$ cat src/hdl/lru_key_value_cache_top_assert.svh
// Assertion macros for the LRU key-value cache.
`ifndef LRU_KEY_VALUE_CACHE_TOP_ASSERT_SVH
`define LRU_KEY_VALUE_CACHE_TOP_ASSERT_SVH

// Same-cycle implication, disabled while reset is asserted.
`define LKV_ASSERT_NOW(label, clk, rst_n, ante, cons, msg) \
	label: assert property (@(posedge clk) disable iff (!rst_n) (ante) |-> (cons)) \
		else $error(msg);

// Next-cycle implication, disabled while reset is asserted.
`define LKV_ASSERT_NEXT(label, clk, rst_n, ante, cons, msg) \
	label: assert property (@(posedge clk) disable iff (!rst_n) (ante) |=> (cons)) \
		else $error(msg);

`endif

$ cat src/hdl/lkv_pkg.sv
// ----------------------------------------------------------------------------
// lkv_pkg
// Shared constants and controller/datapath interface types for the
// LRU key-value cache.
// ----------------------------------------------------------------------------
package lkv_pkg;

	localparam int ENTRIES_DEF = 16;
	localparam int KEY_W       = 32;
	localparam int VAL_W       = 32;
	localparam int CAP_W       = 5;

	localparam logic [CAP_W-1:0] CAP_RESET  = 5'd16;
	localparam logic             OP_GET     = 1'b0;
	localparam logic             OP_PUT     = 1'b1;
	localparam logic [VAL_W-1:0] MISS_VALUE = '1;

	// controller -> datapath
	typedef struct packed {
		logic load;    // capture request, clear scan trackers
		logic scan;    // read one entry and advance the scan index
		logic commit;  // apply update and register the result
	} dp_cmd_t;

	// datapath -> controller
	typedef struct packed {
		logic scan_last;
	} dp_stat_t;

endpackage

$ cat src/hdl/lru_key_value_cache_top.sv
// ----------------------------------------------------------------------------
// lru_key_value_cache_top
// Fully associative key-value cache with least-recently-used replacement.
//
//   channel   handshake        payload
//   request   start / busy     operation, lookup_key, write_value
//   result    done (strobe)    found, read_value
//   config    cfg_we           cfg_wdata (active capacity)
//
// A request is taken when start is high and busy is low. The entries are
// scanned one per cycle through the single read port of the entry store,
// so busy stays high through the scan, drain and commit states, and the
// result strobe rises in the same cycle that busy drops; a new request
// can be taken then. Reset clears valid marks, ranks and occupancy at once;
// no clearing pass. The result is shown for one cycle and cannot be stalled.
// ----------------------------------------------------------------------------
module lru_key_value_cache_top
	import lkv_pkg::*;
#(
	parameter int ENTRIES = ENTRIES_DEF
)
(
	input  logic             clk,
	input  logic             arst_n,
	input  logic             start,
	output logic             busy,
	input  logic             operation,
	input  logic [KEY_W-1:0] lookup_key,
	input  logic [VAL_W-1:0] write_value,
	input  logic             cfg_we,
	input  logic [CAP_W-1:0] cfg_wdata,
	output logic             done,
	output logic             found,
	output logic [VAL_W-1:0] read_value
);

	`include "lru_key_value_cache_top_assert.svh"

	dp_cmd_t  cmd;
	dp_stat_t stat;

	lkv_ctrl u_ctrl (
		.clk    (clk),
		.arst_n (arst_n),
		.start  (start),
		.busy   (busy),
		.stat   (stat),
		.cmd    (cmd)
	);

	lkv_dp #(
		.ENTRIES (ENTRIES)
	) u_dp (
		.clk         (clk),
		.arst_n      (arst_n),
		.cmd         (cmd),
		.stat        (stat),
		.operation   (operation),
		.lookup_key  (lookup_key),
		.write_value (write_value),
		.cfg_we      (cfg_we),
		.cfg_wdata   (cfg_wdata),
		.done        (done),
		.found       (found),
		.read_value  (read_value)
	);

	`LKV_ASSERT_NEXT(a_accept_busy, clk, arst_n, start && !busy, busy, "busy not raised after request")
	`LKV_ASSERT_NEXT(a_commit_done, clk, arst_n, cmd.commit, done, "no result after commit")
	`LKV_ASSERT_NOW(a_done_idle, clk, arst_n, done, !busy, "result strobe while busy")
	`LKV_ASSERT_NOW(a_one_cmd, clk, arst_n, cmd.scan, !cmd.commit && !cmd.load, "overlapping commands")

endmodule

$ cat src/hdl/lkv_ctrl.sv
// ----------------------------------------------------------------------------
// lkv_ctrl
// Sequencer: scan all entries, wait for the last compare, then commit.
// ----------------------------------------------------------------------------
module lkv_ctrl
	import lkv_pkg::*;
(
	input  logic     clk,
	input  logic     arst_n,
	input  logic     start,
	output logic     busy,
	input  dp_stat_t stat,
	output dp_cmd_t  cmd
);

	localparam logic [1:0] S_IDLE   = 2'd0;
	localparam logic [1:0] S_SCAN   = 2'd1;
	localparam logic [1:0] S_DRAIN  = 2'd2;
	localparam logic [1:0] S_COMMIT = 2'd3;

	logic [1:0] state_q;
	logic [1:0] state_nxt;

	always_comb begin
		state_nxt = state_q;
		unique case (state_q)
			S_IDLE:   if (start) state_nxt = S_SCAN;
			S_SCAN:   if (stat.scan_last) state_nxt = S_DRAIN;
			S_DRAIN:  state_nxt = S_COMMIT;
			S_COMMIT: state_nxt = S_IDLE;
			default:  state_nxt = S_IDLE;
		endcase
	end

	always_ff @(posedge clk or negedge arst_n) begin
		if (!arst_n) begin
			state_q <= S_IDLE;
		end else begin
			state_q <= state_nxt;
		end
	end

	assign busy       = (state_q != S_IDLE);
	assign cmd.load   = (state_q == S_IDLE) && start;
	assign cmd.scan   = (state_q == S_SCAN);
	assign cmd.commit = (state_q == S_COMMIT);

endmodule

$ cat src/hdl/lkv_dp.sv
// ----------------------------------------------------------------------------
// lkv_dp
// Entry store, recency ranks, scan trackers, update logic and result register.
// ----------------------------------------------------------------------------
module lkv_dp
	import lkv_pkg::*;
#(
	parameter int ENTRIES = ENTRIES_DEF
)
(
	input  logic             clk,
	input  logic             arst_n,
	input  dp_cmd_t          cmd,
	output dp_stat_t         stat,
	input  logic             operation,
	input  logic [KEY_W-1:0] lookup_key,
	input  logic [VAL_W-1:0] write_value,
	input  logic             cfg_we,
	input  logic [CAP_W-1:0] cfg_wdata,
	output logic             done,
	output logic             found,
	output logic [VAL_W-1:0] read_value
);

	localparam int IW   = (ENTRIES > 1) ? $clog2(ENTRIES) : 1;
	localparam int OW   = $clog2(ENTRIES + 1);
	localparam int CMPW = (OW > CAP_W) ? OW : CAP_W;
	localparam int DW   = KEY_W + VAL_W;

	// request
	logic             op_q;
	logic [KEY_W-1:0] key_q;
	logic [VAL_W-1:0] wval_q;
	logic [CAP_W-1:0] cap_q;

	// state
	logic [DW-1:0]    mem [ENTRIES];
	logic [ENTRIES-1:0] valid_q;
	logic [IW-1:0]    rank_q [ENTRIES];
	logic [OW-1:0]    occ_q;

	// scan
	logic [IW-1:0]    scan_idx_q;
	logic             rd_en_s1;
	logic [IW-1:0]    idx_s1;
	logic [DW-1:0]    rd_s1;

	// trackers
	logic             hit_q;
	logic [IW-1:0]    hit_idx_q;
	logic [VAL_W-1:0] hit_val_q;
	logic [IW-1:0]    hit_rank_q;
	logic             free_any_q;
	logic [IW-1:0]    free_idx_q;
	logic             vic_any_q;
	logic [IW-1:0]    vic_idx_q;
	logic [IW-1:0]    vic_rank_q;

	// result
	logic             done_q;
	logic             found_q;
	logic [VAL_W-1:0] value_q;

	// commit decode
	logic             full;
	logic             fill;
	logic             do_touch;
	logic             mem_we;
	logic [IW-1:0]    tgt_idx;
	logic [IW-1:0]    old_rank;
	logic             e_valid;
	logic [IW-1:0]    e_rank;
	logic [KEY_W-1:0] e_key;

	assign stat.scan_last = (scan_idx_q == IW'(ENTRIES - 1));

	always_ff @(posedge clk or negedge arst_n) begin
		if (!arst_n) begin
			cap_q <= CAP_RESET;
		end else if (cfg_we) begin
			cap_q <= cfg_wdata;
		end
	end

	always_ff @(posedge clk) begin
		if (cmd.load) begin
			op_q   <= operation;
			key_q  <= lookup_key;
			wval_q <= write_value;
		end
	end

	// entry store: one write port, one registered read port
	always_ff @(posedge clk) begin
		if (mem_we) begin
			mem[tgt_idx] <= {key_q, wval_q};
		end
	end

	always_ff @(posedge clk) begin
		if (cmd.scan) begin
			rd_s1 <= mem[scan_idx_q];
		end
		idx_s1 <= scan_idx_q;
	end

	always_ff @(posedge clk or negedge arst_n) begin
		if (!arst_n) begin
			scan_idx_q <= '0;
			rd_en_s1   <= 1'b0;
		end else begin
			rd_en_s1 <= cmd.scan;
			if (cmd.load) begin
				scan_idx_q <= '0;
			end else if (cmd.scan) begin
				scan_idx_q <= scan_idx_q + 1'b1;
			end
		end
	end

	assign e_valid = valid_q[idx_s1];
	assign e_rank  = rank_q[idx_s1];
	assign e_key   = rd_s1[DW-1:VAL_W];

	// first hit, first free slot, and highest-ranked valid entry
	always_ff @(posedge clk or negedge arst_n) begin
		if (!arst_n) begin
			hit_q      <= 1'b0;
			free_any_q <= 1'b0;
			vic_any_q  <= 1'b0;
		end else if (cmd.load) begin
			hit_q      <= 1'b0;
			free_any_q <= 1'b0;
			vic_any_q  <= 1'b0;
		end else if (rd_en_s1) begin
			if (e_valid && (e_key == key_q) && !hit_q) begin
				hit_q <= 1'b1;
			end
			if (!e_valid && !free_any_q) begin
				free_any_q <= 1'b1;
			end
			if (e_valid) begin
				vic_any_q <= 1'b1;
			end
		end
	end

	always_ff @(posedge clk) begin
		if (rd_en_s1) begin
			if (e_valid && (e_key == key_q) && !hit_q) begin
				hit_idx_q  <= idx_s1;
				hit_val_q  <= rd_s1[VAL_W-1:0];
				hit_rank_q <= e_rank;
			end
			if (!e_valid && !free_any_q) begin
				free_idx_q <= idx_s1;
			end
			if (e_valid && (!vic_any_q || (e_rank > vic_rank_q))) begin
				vic_idx_q  <= idx_s1;
				vic_rank_q <= e_rank;
			end
		end
	end

	// capacity of zero acts as one; above the entry count acts as the entry count
	always_comb begin
		if (cap_q == '0) begin
			full = (occ_q != '0);
		end else begin
			full = (CMPW'(occ_q) >= CMPW'(cap_q)) || (occ_q == OW'(ENTRIES));
		end
	end

	assign fill     = (op_q == OP_PUT) && !hit_q && !full && free_any_q;
	assign do_touch = hit_q || ((op_q == OP_PUT) && (full ? vic_any_q : free_any_q));
	assign mem_we   = cmd.commit && (op_q == OP_PUT) && do_touch;
	assign tgt_idx  = hit_q ? hit_idx_q : (full ? vic_idx_q : free_idx_q);
	assign old_rank = hit_q ? hit_rank_q : vic_rank_q;

	// per-entry rank lanes; a fresh fill ages every valid entry
	always_ff @(posedge clk or negedge arst_n) begin
		if (!arst_n) begin
			for (int i = 0; i < ENTRIES; i++) begin
				rank_q[i] <= '0;
			end
		end else if (cmd.commit && do_touch) begin
			for (int i = 0; i < ENTRIES; i++) begin
				if (IW'(i) == tgt_idx) begin
					rank_q[i] <= '0;
				end else if (valid_q[i] && (fill || (rank_q[i] < old_rank))) begin
					rank_q[i] <= rank_q[i] + 1'b1;
				end
			end
		end
	end

	always_ff @(posedge clk or negedge arst_n) begin
		if (!arst_n) begin
			valid_q <= '0;
			occ_q   <= '0;
		end else if (cmd.commit && fill) begin
			valid_q[free_idx_q] <= 1'b1;
			occ_q               <= occ_q + 1'b1;
		end
	end

	always_ff @(posedge clk or negedge arst_n) begin
		if (!arst_n) begin
			done_q <= 1'b0;
		end else begin
			done_q <= cmd.commit;
		end
	end

	always_ff @(posedge clk) begin
		if (cmd.commit) begin
			found_q <= hit_q;
			if (op_q == OP_PUT) begin
				value_q <= wval_q;
			end else begin
				value_q <= hit_q ? hit_val_q : MISS_VALUE;
			end
		end
	end

	assign done       = done_q;
	assign found      = found_q;
	assign read_value = value_q;

endmodule
$ cat config.mk
export PLATFORM = sky130hd
export DESIGN_NAME = lru_key_value_cache_top
export DESIGN_NICKNAME = d
export VERILOG_FILES = /design/src/hdl/lkv_pkg.sv /design/src/hdl/lru_key_value_cache_top.sv /design/src/hdl/lkv_ctrl.sv /design/src/hdl/lkv_dp.sv
export VERILOG_INCLUDE_DIRS = /design/src /design/src/hdl
export SDC_FILE = /design/constraint.sdc
export NUM_CORES = 1
export LEC_CHECK = 0
export BUFFER_PORTS_ARGS = -buffer_cell sky130_fd_sc_hd__buf_2
export CAP_MARGIN = 10
export CORE_ASPECT_RATIO = 0.6
export CORE_MARGIN = 1.5
export CORE_UTILIZATION = 40
export DETAILED_ROUTE_END_ITERATION = 16
export GPL_ROUTABILITY_DRIVEN = 0
export SLEW_MARGIN = 30
export SYNTH_ARGS = -nofsm -noshare
export SYNTH_HDL_FRONTEND = slang
export SYNTH_SLANG_ARGS = --single-unit
$ cat constraint.sdc
create_clock -name clk -period 4.4 [get_ports clk]
set_input_delay 1.32 -clock clk [delete_from_list [all_inputs] [get_ports clk]]
set_output_delay 1.32 -clock clk [all_outputs]
set_load 0.02 [all_outputs]
Yosys cells after proc, flatten, opt, wreduce, memory -nomap -nowiden
Memory sizes are Yosys's and may differ from the RTL's. A register that Yosys moved wholly into a read port is not among the register bits. Index checks and enable logic that the tools add are counted.

Muxes and demuxes: 62. Equality and inequality tests: 23. Add/sub/neg operators: 18. Bitwise logic cells: 2. Magnitude comparators: 22. Reduce and logical (&&, ||, !) cells: 103.

Operators with widths (count): $mux W4 (39); $add A4 B1 Y4 const B (17); $lt A4 B4 Y1 (16); $mux W32 (2); $reduce_and A2 Y1 (23); $reduce_bool A2 Y1 (22); $eq A32 B32 Y1 (1); $eq A4 B4 Y1 const A (8); $logic_and A1 B1 Y1 (30); $logic_or A1 B1 Y1 (19); $bmux W4 S4 (1); $eq A3 B4 Y1 const A (4); $or A16 B16 Y16 (1); $mux W1 (15); $lt A4 B5 Y1 const B (2); $eq A2 B4 Y1 const A (2); $pmux W2 S4 (1); $add A5 B1 Y5 const B (1); $eq A5 B5 Y1 const B (1); $ge A5 B5 Y1 (1); $ge A5 B5 Y1 const B (1); $logic_not A1 Y1 (5); $logic_not A5 Y1 (1); $not A4 Y5 (1); other kinds (13) (16).

RAM bits: 1024. Bits in registers: 255. Input bits: 74. Word-level logic and storage cells: 269. Memories: 1.

Memories: u_dp.mem (depth 16, bits a word 64, rd ports 1, clocked after Yosys merged registers in 1, write ports 1, line lkv_dp.sv:37) `logic [DW-1:0] mem [ENTRIES];`.

Depth between registers and ports, before layout
Gate-level depths: netlist (run 1).

Word-level depth: 10. Gate-level depth with buffers: 11.

By module
From an unflattened synthesis (run 1), not the netlist that was laid out.

Cells, all modules: 2483. Area, all modules: 52708.1 µm².

Modules (own cells, without submodules): lkv_dp (cells each 2467, area an instance 52532.9 µm², times used 1); lkv_ctrl (cells each 16, area an instance 175.2 µm², times used 1).

Worst setup path before layout (run 1)
No wires, ideal clock.

Path type: reg2reg. Start point: register u_dp.idx_s1[0]. End point: register u_dp.hit_idx_q[0] (enable). Clock period less this slack: 4.829 ns. Stages on the path, launching flop included: 6. Setup slack: -0.429 ns. Arrival time: 4.340 ns. Setup time: 0.489 ns. Data required time: 3.911 ns. Cell sequence: dfxtp_1 -> buf_1 -> mux4_2 -> mux4_2 -> nand2_1 -> nor3_1.

Word-level cells in the longest chain between the ends: 5.

RTL lines: from (decl) (line lkv_dp.sv:45) `logic [IW-1:0] idx_s1;`; from (signal assigned) (line lkv_dp.sv:104) `idx_s1 <= scan_idx_q;`; $bmux W1 S4 (line lkv_dp.sv:121) `assign e_valid = valid_q[idx_s1];`; $mux W1 (not written as such) (line lkv_dp.sv:121); $logic_and A1 B1 Y1 (2 in a row) (line lkv_dp.sv:150) `if (e_valid && (e_key == key_q) && !hit_q) begin`; $reduce_and A2 Y1 (no line); to (signal assigned) (line lkv_dp.sv:151) `hit_idx_q <= idx_s1;`; to (decl) (line lkv_dp.sv:50) `logic [IW-1:0] hit_idx_q;`.

Every way passes these cells. The select of a mux whose other input is x is not followed. A chain may end at the register's enable or synchronous reset.

Worst setup path after layout (run 1)
Start point: register u_dp.occ_q[2]. End point: memory u_dp.mem[5][62] (netlist name) (enable).

Word-level cells in the longest chain between the ends: 9. Elaborated cells between the ends (all ways): 13.

RTL lines: from (decl) (line lkv_dp.sv:40) `logic [OW-1:0] occ_q;`; from (signal assigned) (line lkv_dp.sv:203) `occ_q <= occ_q + 1'b1;`; $ge A5 B5 Y1 or $eq A5 B5 Y1 (tied branches) (line lkv_dp.sv:170) `full = (CMPW'(occ_q) >= CMPW'(cap_q)) || (occ_q == OW'(ENTRIES));`; $logic_or A1 B1 Y1 (line lkv_dp.sv:170); $mux W1 * (line lkv_dp.sv:167) `if (cap_q == '0) begin`; $mux W1 (line lkv_dp.sv:175) `assign do_touch = hit_q || ((op_q == OP_PUT) && (full ? vic_any_q : free_any_q));`; $logic_and A1 B1 Y1 (line lkv_dp.sv:175); $logic_or A1 B1 Y1 (line lkv_dp.sv:175); $logic_and A1 B1 Y1 (line lkv_dp.sv:176) `assign mem_we = cmd.commit && (op_q == OP_PUT) && do_touch;`; $mux W1 (line lkv_dp.sv:95) `if (mem_we) begin`; $mux W1 (not written as such) (line lkv_dp.sv:96) `mem[tgt_idx] <= {key_q, wval_q};`; to (decl) (line lkv_dp.sv:37).

Mark *: on every way between the ends. The rest lies on a longest branch, timed or not.

==> results of run 1 <==
[cell families after synthesis]
group | count (synthesis) | share of synthesized area
muxes | 369 | 0.152
AOI/OAI and AO/OA | 188 | 0.0219
DFF | 1343 | 0.755
and+or+nand+nor | 273 | 0.0291
xor gates and xnor gates | 71 | 0.0118
adders and majority gates | 81 | 0.0192
buffers and inverters | 159 | 0.0114
[flip-flops by register name (all words and copies together) (netlist names), 2 cells and up]
signal / count
u_dp.valid_q: 16
u_dp.key_q: 32
u_dp.free_idx_q: 4
u_dp.occ_q: 5
u_dp.vic_idx_q: 4
u_dp.rd_s1: 64
u_dp.hit_val_q: 32
u_dp.vic_rank_q: 4
u_dp.scan_idx_q: 4
u_dp.rank_q: 64
u_dp.cap_q: 5
u_dp.mem: 1024
u_dp.hit_rank_q: 4
u_dp.wval_q: 32
u_dp.read_value: 32
u_ctrl.state_q: 2
u_dp.hit_idx_q: 4
u_dp.idx_s1: 4
[per-stage QoR]
stage | utilization | worst slack (ps) | hold slack, ps | std cells | area, sq um
floorplan | - | 253 | 345 | 2484 | 52700
global placement | 0.435 | 381 | 406 | 4316 | 56500
detailed placement | 0.435 | 320 | 405 | 4316 | 56600
CTS | 0.466 | 267 | 401 | 4537 | 60500
global route | 0.466 | 57.7 | 424 | 4537 | 60500
finish | 0.466 | 149 | 385 | 4537 | 60500
[report_power, final]
group          internal [mW]  switching, mW  leakage (nW)
combinational           3.31           3.66          5.43
sequential              15.3           1.18          12.6
clock                   5.92           4.71          1.93
[path summary, 6_finish.rpt]
check / start / slack [ps] / endpoint
setup / recovery: u_dp.occ_q[2] / 150 / u_dp.mem[5][62]
hold / removal: u_dp.rd_s1[13] / 380 / u_dp.hit_val_q[13]
setup reg to reg: u_dp.occ_q[2] / 150 / u_dp.mem[5][62]
hold reg to reg: u_dp.rd_s1[13] / 380 / u_dp.hit_val_q[13]
max in group asynchronous: arst_n / 3000 / u_dp.cap_q[4]
min in group asynchronous: arst_n / 610 / u_dp.valid_q[6]
[routing by layer]
layer  vias to the layer above  wire, microns  track usage
met3                       165           9510       0.0367
met5                         -              0            0
met2                      1031          55200        0.272
met1                     13952          61300        0.308
li1                      10737              -            -
met4                         0           2410       0.0424
[placed cells by master (no fill, tap or decap), types with 19 or more instances in the layout]
cell type / instances
clkbuf_1: 19
clkinv_1: 22
clkbuf_16: 121
a21oi_1: 71
dfrtp_1: 96
mux2i_1: 22
xnor2_1: 27
buf_4: 64
buf_2: 107
o21ai_0: 50
nand3_1: 20
nor2_1: 111
inv_1: 55
xor2_1: 43
buf_12: 48
nand4_1: 31
mux4_2: 345
clkinv_2: 29
ha_1: 79
edfxtp_1: 1238
[layout make-up]
| cell class | count | share of cell area |
|---|---|---|
| tap | 1716 | 0.0355 |
| inverter | 55 | 0.00341 |
| sequential | 1343 | 0.658 |
| clock buffer | 140 | 0.0512 |
| clock inverter | 81 | 0.0136 |
| timing repair buffer | 220 | 0.0329 |
| multi-input combinational | 982 | 0.205 |
[worst reg2reg max path, delay by kind of cell (launching register included)]
kind	cells	cell delay, ps
adders and majority gates	1	340
AOI/OAI and AO/OA	3	1220
and+or+nand+nor	4	1280
DFF	1	450
buffers and inverters	2	570
==> summary.txt, run 1 <==
cell count after synthesis: 2484
CP Buf/Inv Count: 2
Initial Util: 0.406
Worst Skew: 56.2 ps
type of origin of the critical path: flip-flop
post-synthesis register bit count: 1343
overall routing resource usage: 0.193
DRT antenna net count: 0
Syn. warnings: 0
Hold Fails Final Rpt: 0
post_cts resized: 0
Relative slew margins: 0.303
multi-input logic area: 0.0124 sq mm
ANT cells: 0
register area: 0.0398 sq mm
syn_area_per_cell: 21.2 sq um
PD cells: 564 mW/mm^2
Post-synth EDFFs: 1238
Final setup viols: 0
Hold Path Depth: 0
share of layout cells above drive strength 1: 0.284
Worst EP arrival: 4620 ps
status: completed
Total Die Area: 0.134 sq mm
First DRT Iteration DRCs: 2820
post-route clock period utilization: 0.966
most common flop cell mapped by yosys: edfxtp_1
asr flop ratio synth: 0.0752
sequential fraction of the synthesis area: 0.755
post-CTS setup buffer count: 0
Core Area: 0.130 sq mm
HP Class: reg -> reg
CTS max path bufs: 3
Num CTS Buffers: 118
Crit path required time: 4770 ps
Clock transition at path regs: 70 ps
via/cell ratio: 5.71
unrepaired setup endpoints after global routing: false
Syn-to-layout area delta: 14.7%
Max Slew Vio Count: 0
area leader, netlist: edfxtp_1
largest net degree at the start of global routing: 85
vias in the first global route: 26254
first-pass GRT wire length: 189000 microns
largest fanout on the critical path: 46
placed wire-length estimate: 79900 microns
Highest Clock Rate: 235 MHz
Final Critical Period: 4250 ps
CP Capture Type: flip-flop
Worst path depth: 10
top cell type's share of synthesized area: 0.705
critical setup path kind: reg -> reg
slowest stage cell, crit path: o211ai_1
total power: 34.1 mW
CTS H-Tree Depth: 3
crit-path cells: ha_1, nand2_1, o211ai_1, a21o_1, a211oi_1, or2_1, buf_4, nor4_2, and2_4, buf_12
final net count: 2875
cell area after synthesis: 0.0527 sq mm
Synth area leaders: edfxtp_1, mux4_2, dfrtp_1, ha_1, nor2_1
CTS tree: built
top cells by count, synth: edfxtp_1, mux4_2, nor2_1
routed len/inst: 28.3 microns
VDD IR-drop max: 0.345 mV
drt pass-1 iters: 5
std cell rows: 102
die height: 284 microns
IO buf count: 108
Residual DRC: 0
final WL: 128000 microns
Die W: 472 microns
Fillers: 10677
setup TNS: 0 ps
initial antenna violation count: 5
vias post-DR: 25885
Syn Nets: 2639
max incr delay on CP: 580 ps
leakage: 19.9 nW
Max Cap Viol: 0
Top Family by Delay on Critical Path: simple AND/OR/NAND/NOR gates
clock sink count: 1343
Root Driver: clkbuf_16
worst slew pin tran: 1040 ps
cts hold-fix bufs: 0
most numerous cell in the Yosys netlist: edfxtp_1
I/O Pins: 109
synth unique cells: 56
grt total ovfl: 0
clock latency on the worst-skew pair: 760 ps
R2R cell count: 10
No activity file was read; power rests on OpenSTA's default activity.
==> run 2: changes to the inputs <==
- CELL_PAD_IN_SITES_DETAIL_PLACEMENT: unset -> 1
- CELL_PAD_IN_SITES_GLOBAL_PLACEMENT: unset -> 1
- PLACE_DENSITY_LB_ADDON: unset -> 0.1
==> summary.txt, run 2 (synthesis results as in run 1) <==
clock sink count: 1343 (unchanged)
final net count: 2907 (+1.1%)
P_sw: 9.80 mW (+2.6%)
grt total ovfl: 0 (unchanged)
total power: 34.8 mW (+2.0%)
Final Non-Filler Cells: 4571 (+0.75%)
max reg flops: 1024 (unchanged)
Metal-1 WL: 69000 microns (+13%)
via/cell ratio: 5.64 (-1.1%)
worst hold slack: 409 ps (+24.5 ps)
ANT cells: 0 (unchanged)
Relative slew margins: 0.391 (+0.0878)
placed wire-length estimate: 84500 microns (+5.8%)
overall routing resource usage: 0.208 (+0.0155)
CP Capture Type: flip-flop
Syn-to-layout area delta: 15.6%
PD cells: 571 mW/mm^2 (+1.2%)
final WL: 137000 microns (+6.6%)
Worst Skew: 28.8 ps (-27.4 ps)
post-route worst setup slack: 213 ps (+63.3 ps)
drt pass-1 iters: 5 (unchanged)
commonest non-fill, non-tap cell in the layout: edfxtp_1
first-pass GRT wire length: 201000 microns (+6.6%)
share of layout cells above drive strength 1: 0.287 (+0.00257)
Num CTS Buffers: 133 (+13%)
Crit path required time: 4810 ps (+40 ps)
vias post-DR: 25794 (-0.35%)
type of origin of the critical path: flip-flop
metal3 WL: 7100 microns (-25%)
CTS H-Tree Depth: 4 (+1)
critical setup path kind: reg -> reg
Most flops, register: u_dp.mem
setup TNS: 0 ps (unchanged)
CTS tree: built
vias in the first global route: 27318 (+4.1%)
worst slew pin tran: 913 ps (-132 ps)
largest net degree at the start of global routing: 53 (-38%)
design area: 0.0609 sq mm (+0.75%)
Hold Fails Final Rpt: 0 (unchanged)
Max Cap Viol: 0 (unchanged)
cts hold-fix bufs: 0 (unchanged)
VDD IR-drop max: 0.396 mV (+15%)
sequential share of power: 0.472 (-0.012)
Residual DRC: 0 (unchanged)
Highest Clock Rate: 239 MHz (+1.5%)
post_cts resized: 0 (unchanged)
HP Class: reg -> reg
die height: 284 microns (unchanged)
std cell rows: 102 (unchanged)
IO buf count: 108 (unchanged)
First DRT Iteration DRCs: 2514 (-11%)
Initial Util: 0.406 (unchanged)
dpl ws: 269 ps (-50.7 ps)
biggest regs: u_dp.mem (1024), u_dp.rank_q (64), u_dp.rd_s1 (64)
routed len/inst: 30.0 microns (+5.8%)
most frequent cells in the layout: edfxtp_1, mux4_2, clkbuf_16
area of placed instances: 0.0567 sq mm (+0.29%)
clock latency on the worst-skew pair: 770 ps (about the same)
unrepaired setup endpoints after global routing: false
CTS max path bufs: 3 (unchanged)
leakage: 20.2 nW (+1.1%)
largest fanout on the critical path: 20 (-57%)
met2 routed WL: 59000 microns (+6.9%)
I/O Pins: 109 (unchanged)
combinational power share: 0.206 (+0.002)
status: completed
DRT antenna net count: 0 (unchanged)
final core utilization: 0.469 (+0.00350)
Worst EP arrival: 4600 ps (-20 ps)
Clock transition at path regs: 60 ps (about the same)
Final setup viols: 0 (unchanged)
Internal: 25.0 mW (+1.7%)
placed cell count: 4333 (+0.39%)
clock power share: 0.322 (+0.010)
Final Critical Period: 4190 ps (-63.3 ps)
post-route clock period utilization: 0.952 (-0.0144)
Total Die Area: 0.134 sq mm (unchanged)
Root Driver: clkbuf_16
Max Slew Vio Count: 0 (unchanged)
switching share of power: 0.282 (+0.00177)
initial antenna violation count: 12 (+7)
DR top layer: met5
post-CTS setup buffer count: 0 (unchanged)
Die W: 472 microns (unchanged)
Core Area: 0.130 sq mm (unchanged)
run 2: cell types whose count changed in the layout (fill, tap and decap cells not counted), moves of 4 or more:
cell | previous run | this run
bufinv_16 | 15 | 9
clkbuf_16 | 121 | 139
clkbuf_1 | 19 | 25
clkinv_1 | 22 | 33
buf_4 | 64 | 79
clkinv_2 | 29 | 16
clkinv_4 | 4 | 0
run 2: cell type report:
| type | count | area (sq um) |
|---|---|---|
| clock buffer | 164 | 3570 |
| inverter | 55 | 206 |
| multi-input combinational | 982 | 12400 |
| tap | 1716 | 2150 |
| sequential | 1343 | 39800 |
| fill | 11797 | 69000 |
| timing repair buffer | 237 | 2160 |
| clock inverter | 74 | 637 |
run 2: path summary, 6_finish.rpt:
check,endpoint,slack [ps],cells past startpoint,startpoint
max,u_dp.mem[9][34],210,10,u_dp.cap_q[4]
min,u_dp.hit_val_q[30],410,0,u_dp.rd_s1[30]
max reg2reg,u_dp.mem[9][34],210,10,u_dp.cap_q[4]
min reg2reg,u_dp.hit_val_q[30],410,0,u_dp.rd_s1[30]
max in group asynchronous,u_dp.rank_q[20],3030,2,arst_n
min in group asynchronous,u_dp.valid_q[10],630,1,arst_n
run 2: critical path, cell delays in order, from the launching register on:
cell	delay (ps)
dfstp_2	530
inv_1	60
ha_1	310
a21o_1	230
o22a_4	240
a21o_1	340
a211oi_1	490
or2_1	570
nor4b_2	430
and2_4	290
buf_4	330
run 2: power by group through the flow:
| stage | logic, mW | registers, mW | clock network [mW] |
|---|---|---|---|
| 6_report | 7.17 | 16.4 | 11.2 |
| 3_5_place_dp | 7.31 | 16.7 | 0 |
| 4_1_cts | 7.35 | 16.5 | 11.5 |
| 2_1_floorplan | 4.88 | 16.2 | 0 |
| 5_1_grt | 7.70 | 16.6 | 11.9 |
| 3_3_place_gp | 7.18 | 16.7 | 0 |
run 2: per-layer routing:
| layer | track usage | up-vias |
|---|---|---|
| li1 | - | 10811 |
| met1 | 0.336 | 14208 |
| met2 | 0.293 | 634 |
| met3 | 0.0376 | 137 |
| met4 | 0.0426 | 4 |
| met5 | 0 | - |
